**config.mk**
```make
export PLATFORM = sky130hd
export DESIGN_NAME = wmd_ctrl
export DESIGN_NICKNAME = d
export VERILOG_FILES = /design/src/rtl/wmd_pkg.sv /design/src/rtl/wmd_ctrl.sv
export SDC_FILE = /design/constraint.sdc
export NUM_CORES = 1
export LEC_CHECK = 0
export BUFFER_PORTS_ARGS = -buffer_cell sky130_fd_sc_hd__buf_4
export CAP_MARGIN = 20
export CORE_AREA = 3 3 40 42
export DETAILED_ROUTE_END_ITERATION = 6
export DIE_AREA = 0 0 43 45
export PLACE_DENSITY = 0.7
export SLEW_MARGIN = 20
export SYNTH_ARGS = -nofsm -noshare
export SYNTH_HDL_FRONTEND = slang
export SYNTH_SLANG_ARGS = --single-unit
```
**constraint.sdc**
```tcl
create_clock -name clk -period 2.4 [get_ports clk]
set_input_delay 0.24 -clock clk [delete_from_list [all_inputs] [get_ports clk]]
set_output_delay 0.24 -clock clk [all_outputs]
set_load 0.05 [all_outputs]
```
**src/rtl/wmd_pkg.sv**
```systemverilog
// Shared constants and types for the windowed mean and deviation channel.
`default_nettype none
package wmd_pkg;
  localparam int WIN_DEPTH = 64;
  localparam int WIN_AW    = $clog2(WIN_DEPTH);
  localparam int CNT_W     = $clog2(WIN_DEPTH + 1);
  localparam int IDX_W     = 3;

  localparam logic [IDX_W-1:0] REG_MODE   = 3'd0;
  localparam logic [IDX_W-1:0] REG_DEPTH  = 3'd1;
  localparam logic [IDX_W-1:0] REG_FF     = 3'd2;
  localparam logic [IDX_W-1:0] REG_NORM   = 3'd3;
  localparam logic [IDX_W-1:0] REG_GAIN   = 3'd4;
  localparam logic [IDX_W-1:0] REG_SHIFT  = 3'd5;
  localparam logic [IDX_W-1:0] REG_LIM_LO = 3'd6;
  localparam logic [IDX_W-1:0] REG_LIM_HI = 3'd7;

  localparam logic [1:0] MODE_NONE   = 2'd0;
  localparam logic [1:0] MODE_MEAN   = 2'd1;
  localparam logic [1:0] MODE_DELTA  = 2'd2;
  localparam logic [1:0] MODE_FORGET = 2'd3;

  localparam logic REQ_PUSH  = 1'b0;
  localparam logic REQ_CLEAR = 1'b1;

  typedef struct packed {
    logic clear;
    logic push;
    logic setup;
    logic rd;
    logic mul;
    logic acc;
    logic div_start;
    logic fmul;
    logic vset;
    logic vsq;
    logic sqrt_start;
    logic dclamp;
    logic scale;
    logic fin;
    logic load_out;
  } cmd_t;

  typedef struct packed {
    logic simple;
    logic last;
    logic forget;
    logic div_done;
    logic sqrt_done;
    logic out_free;
  } stat_t;
endpackage
`default_nettype wire

```
**src/rtl/wmd_ctrl.sv**
```systemverilog
// Controller state machine sequencing the window walk, division, root and scaling.
`default_nettype none
module wmd_ctrl (
  input  logic           clk,
  input  logic           rst,
  input  logic           req_valid,
  input  logic           req_type,
  output logic           req_ready,
  input  wmd_pkg::stat_t stat,
  output wmd_pkg::cmd_t  cmd
);
  localparam logic [3:0] S_IDLE  = 4'd0;
  localparam logic [3:0] S_SETUP = 4'd1;
  localparam logic [3:0] S_RD    = 4'd2;
  localparam logic [3:0] S_MUL   = 4'd3;
  localparam logic [3:0] S_ACC   = 4'd4;
  localparam logic [3:0] S_DIVLD = 4'd5;
  localparam logic [3:0] S_DIV   = 4'd6;
  localparam logic [3:0] S_FMUL  = 4'd7;
  localparam logic [3:0] S_VSET  = 4'd8;
  localparam logic [3:0] S_VSQ   = 4'd9;
  localparam logic [3:0] S_SQL   = 4'd10;
  localparam logic [3:0] S_SQRT  = 4'd11;
  localparam logic [3:0] S_DCL   = 4'd12;
  localparam logic [3:0] S_SCALE = 4'd13;
  localparam logic [3:0] S_FIN   = 4'd14;
  localparam logic [3:0] S_OUT   = 4'd15;

  logic [3:0] state, state_next;

  always_comb begin
    cmd        = '0;
    state_next = state;
    req_ready  = state == S_IDLE;
    case (state)
      S_IDLE: begin
        if (req_valid) begin
          if (req_type == wmd_pkg::REQ_CLEAR) begin
            cmd.clear  = 1'b1;
            state_next = S_OUT;
          end else begin
            cmd.push   = 1'b1;
            state_next = S_SETUP;
          end
        end
      end
      S_SETUP: begin
        cmd.setup  = 1'b1;
        state_next = stat.simple ? S_SCALE : S_RD;
      end
      S_RD: begin
        cmd.rd     = 1'b1;
        state_next = S_MUL;
      end
      S_MUL: begin
        cmd.mul    = 1'b1;
        state_next = S_ACC;
      end
      S_ACC: begin
        cmd.acc = 1'b1;
        if (stat.last) state_next = stat.forget ? S_FMUL : S_DIVLD;
        else state_next = S_RD;
      end
      S_DIVLD: begin
        cmd.div_start = 1'b1;
        state_next    = S_DIV;
      end
      S_DIV: begin
        if (stat.div_done) state_next = S_VSET;
      end
      S_FMUL: begin
        cmd.fmul   = 1'b1;
        state_next = S_VSET;
      end
      S_VSET: begin
        cmd.vset   = 1'b1;
        state_next = S_VSQ;
      end
      S_VSQ: begin
        cmd.vsq    = 1'b1;
        state_next = S_SQL;
      end
      S_SQL: begin
        cmd.sqrt_start = 1'b1;
        state_next     = S_SQRT;
      end
      S_SQRT: begin
        if (stat.sqrt_done) state_next = S_DCL;
      end
      S_DCL: begin
        cmd.dclamp = 1'b1;
        state_next = S_SCALE;
      end
      S_SCALE: begin
        cmd.scale  = 1'b1;
        state_next = S_FIN;
      end
      S_FIN: begin
        cmd.fin    = 1'b1;
        state_next = S_OUT;
      end
      S_OUT: begin
        if (stat.out_free) begin
          cmd.load_out = 1'b1;
          state_next   = S_IDLE;
        end
      end
      default: state_next = S_IDLE;
    endcase
  end

  always_ff @(posedge clk) begin
    if (rst) state <= S_IDLE;
    else state <= state_next;
  end
endmodule
`default_nettype wire

```
# Word-level counts from Yosys, hierarchy flattened
# Index checks and enable logic that the tools add are counted.
totals:
  inputBits: 10
  ram_bits: 0
  word_cells: 49
  romBits: 0
  latch_bits: 0
  register_bits: 4
  n_memories: 0
classes:
  div_mod_pow: 0
  n_lt_le_gt_ge: 0
  n_addsub: 0
  muxes: 27
  bitwise_logic: 0
  shifts: 0
  n_eq_ne: 19
  reduce_logical: 2
  multipliers: 0
op_table:
  columns: ["cell", "count"]
  rows:
  - ["one-hot mux 4 bit (16 select lines)", 1]
  - ["== test 4 bit (second input constant)", 8]
  - ["two-way mux 4 bit", 6]
  - ["== test 4 x 3 -> 1 bit (second input constant)", 4]
  - ["two-way mux 1 bit", 16]
  - ["== test 4 x 2 -> 1 bit (second input constant)", 2]
  - ["inequality test 2 bit (second input constant)", 4]
  - ["two-way mux 2 bit", 3]
  - ["== test 4 x 1 -> 1 bit (second input constant)", 1]
  - ["zero test 4 bit", 1]
  - ["AND reduction 4 bit", 1]
  - ["two-way mux 3 bit", 1]

# Logic depth before layout (Yosys ltp)
logic_depth:
  ltp_word: 3
  depth_mapped: 6
  mapped_depth_nobuf: 4

# Worst setup path after synthesis
# No wires, ideal clock.
synth_timing:
  path_type: "reg-to-output"
  start: "register state[1]"
  end: "output port cmd[13] in the netlist's numbering"
  slack_ns: -0.466
  stages_incl_launch_ff: 6
  arrival_time_ns: 2.626
  cell_sequence: "dfxtp_1 > or2_1 > clkbuf_1 > nor3_1 > nand2_1 > nor2_1"
synth_lines:
  columns: ["item", "line", "rtl"]
  rows:
  - ["start, declared", "wmd_ctrl.sv:29", "logic [3:0] state, state_next;"]
  - ["start signal, assigned", "wmd_ctrl.sv:114", "else state <= state_next;"]
  - ["end, declared", "wmd_ctrl.sv:10", "output wmd_pkg::cmd_t cmd"]

==> qor.csv <==
metric,value,unit
antenna_found_initial,0,
grt_usage,16.5,%
drv_cap,0,
dr.pass1.iters,4,
synth_flop_cell,dfxtp_1,
finalHoldWorstSlack,0.191,ns
period_share,81.7,%
critPathRequiredTime,2.16,ns
yosys_warnings,0,
r2r_start,state[0]$_SDFFE_PP0P_,
clk_pin_slew,0.04,ns
cts_buffer_depth,2,
use_met1,21.6,%
pwr-share-comb,70.5,%
worstReg2RegEnd,state[1]$_SDFFE_PP0P_,
ant_nets,0,
grt_pass1_wl,2500,um
gr-usage-met2,28.1,%
p_int,0.431,mW
hpwl,1130,um
nets,109,
cp.depth,4,
place_inst,109,
setup_viol,0,
die_area,0.00194,mm2
initial_core_util,40.6,%
clockRootBuffer,clkbuf_4,
cts_tree,done,
cp_slowest_cell,dfxtp_1,
path_class,reg2out,
vias,613,
ys_ff_latch,4,
grt_overflow,0,
slew_violations,0,
p_clk_share,7.5,%
busiest_layer,met2,
numCtsBuffers,3,
ys_types,32,
relSlewSlack,50.9,%
cts_hold_buffers,0,
die_h,45,um
cp_max_fo,22,
sw_frac_of_total,60.4,%
clk_latency,0.23,ns
net-switching-power,0.656,mW
holdCritPathClass,in2reg,
fin_cells,112,
drive_gt1_share,35.1,%
use_met3,3.19,%
syn_nets,86,
post-cts-setup-buffers,0,
fp.dieW,43,um
top_regs,state (4),
finalHoldViolations,0,
worstPathArrival,1.72,ns
ios,26,
wl_per_cell,13.1,um
cts_num_sinks,4,
layout_min_cycle_time,1.96,ns
critical-path-top-delay-family,flip-flops,
viasPerCell,5.47,
path_cells,inv_1 -> nand2_1 -> nor2_1 -> buf_4,
fin_skew,0.00560,ns
gp_congestion,0.844,
setup.worst_path.end,cmd[9],
rrSetupSlack,0.61,ns
slowest_delay,0.78,ns
reg2reg_depth,4,
seqPwrFrac,22.0,%
io_buffers,25,
grt_pass1_vias,560,
largest_register_ffs,4,
rsz0062_at_grt,false,
setup_tns,0,ns
end_kind,primary output,
drtIter0Drc,13,
p_leak,0.302,nW
fmax,0.510,GHz
syn2layout_area_growth,37.4,%
diodes,0,
power.density,1520,mW/mm2
synth-seq-area-share,15.3,%
largest-register,state,
async_reset_ff_share,0,%
postRouteWirelength,1460,um
ctsResizeCount,0,
start_kind,flip-flop,
synthCells,76,
avgSynthCellArea,6.87,um2
fp-row-count,13,
synth-edff-count,0,
path_buf_inv,2,
htree_levels,1,
tightest_slew,0.735,ns
critPathLaunch,state[0]$_SDFFE_PP0P_,
placeableCoreArea,0.00128,mm2
drc,0,
grt_start_max_net_pins,23,
worst_ir_drop_vdd,460,uV
netlist_area,522,um2
status,"complete, no violations",
## worst min path at each step
stage	startpoint	cells past startpoint	end	slack, ns
after floorplan	rst	1	state[1]$_SDFFE_PP0P_	0.31
final	rst	2	state[1]$_SDFFE_PP0P_	0.19
after global placement	rst	2	state[1]$_SDFFE_PP0P_	0.43
after detailed placement	rst	2	state[1]$_SDFFE_PP0P_	0.43
after global routing	rst	2	state[1]$_SDFFE_PP0P_	0.19
after CTS	rst	2	state[1]$_SDFFE_PP0P_	0.18
## power by group through the flow
stage | sequential (mW) | combinational (mW) | clock [mW]
floorplan | 0.115 | 0.730 | 0
global route | 0.250 | 0.828 | 0.0937
finish | 0.239 | 0.766 | 0.0818
detailed placement | 0.236 | 0.766 | 0
CTS | 0.236 | 0.768 | 0.0850
global placement | 0.236 | 0.762 | 0
## final cells by class
type                       count  area (um2)
sequential                     4        80.1
tap                           15        18.8
inverter                       3        11.3
fill                         132         568
timing repair buffer          25         188
clock buffer                   3        22.5
multi-input combinational     62         397
## metal layers
layer | vias up | routed length (um) | share of wire (%)
met5 | - | 0 | 0
met4 | 0 | 0 | 0
met1 | 277 | 653 | 45
li1 | 310 | - | -
met2 | 26 | 687 | 47
met3 | 0 | 123 | 8.4
## Yosys cell counts (2+ instances only)
master    count  area, um2
nor2_1       15       56.3
nand2_1       8       30.0
a21oi_1       6       30.0
nor3_1        5       25.0
buf_2         4       20.0
dfxtp_1       4       80.1
inv_1         3       11.3
nand2b_1      3       18.8
o21ai_0       3       15.0
a211oi_1      2       15.0
clkbuf_1      2       7.51
## kinds of logic (layout without fill, tap and decap cells)
kind of cell / count (synthesis) / in the layout / share of synthesized area (%)
AND/OR/NAND/NOR: 41 / 41 / 39.1
flip-flops: 4 / 4 / 15.3
buffers and inverters: 10 / 31 / 9.59
AO/OA/AOI/OAI: 21 / 21 / 36.0
## metrics by stage
stage                     worst slack (ns)  area, um2  util (%)  power, mW
final                                0.438        717      55.8       1.09
after global routing                 0.261        717      55.8       1.17
after CTS                            0.435        717      55.8       1.09
after detailed placement             0.618        694      54.0       1.00
after global placement               0.713        694      54.0      0.998
after floorplan                     0.0175        527         -      0.846
## layout by cell type (no fill, tap or decap), drive strengths merged
cell type and count:
buf 25, nor2 15, nand2 8, a21oi 6, nor3 5, dfxtp 4, o21ai 4, inv 3
nand2b 3, clkbuf 3, a211oi 2, or2b 1, or2 1, nand3 1, and3 1, or4 1
o31ai 1, nand4b 1, o311ai 1, nor2b 1, or3b 1, nor4 1, a311o 1, nand3b 1
o21bai 1, o22ai 1, o2bb2ai 1, a211o 1, a22oi 1, a311oi 1
No activity file was read; power rests on OpenSTA's default activity.
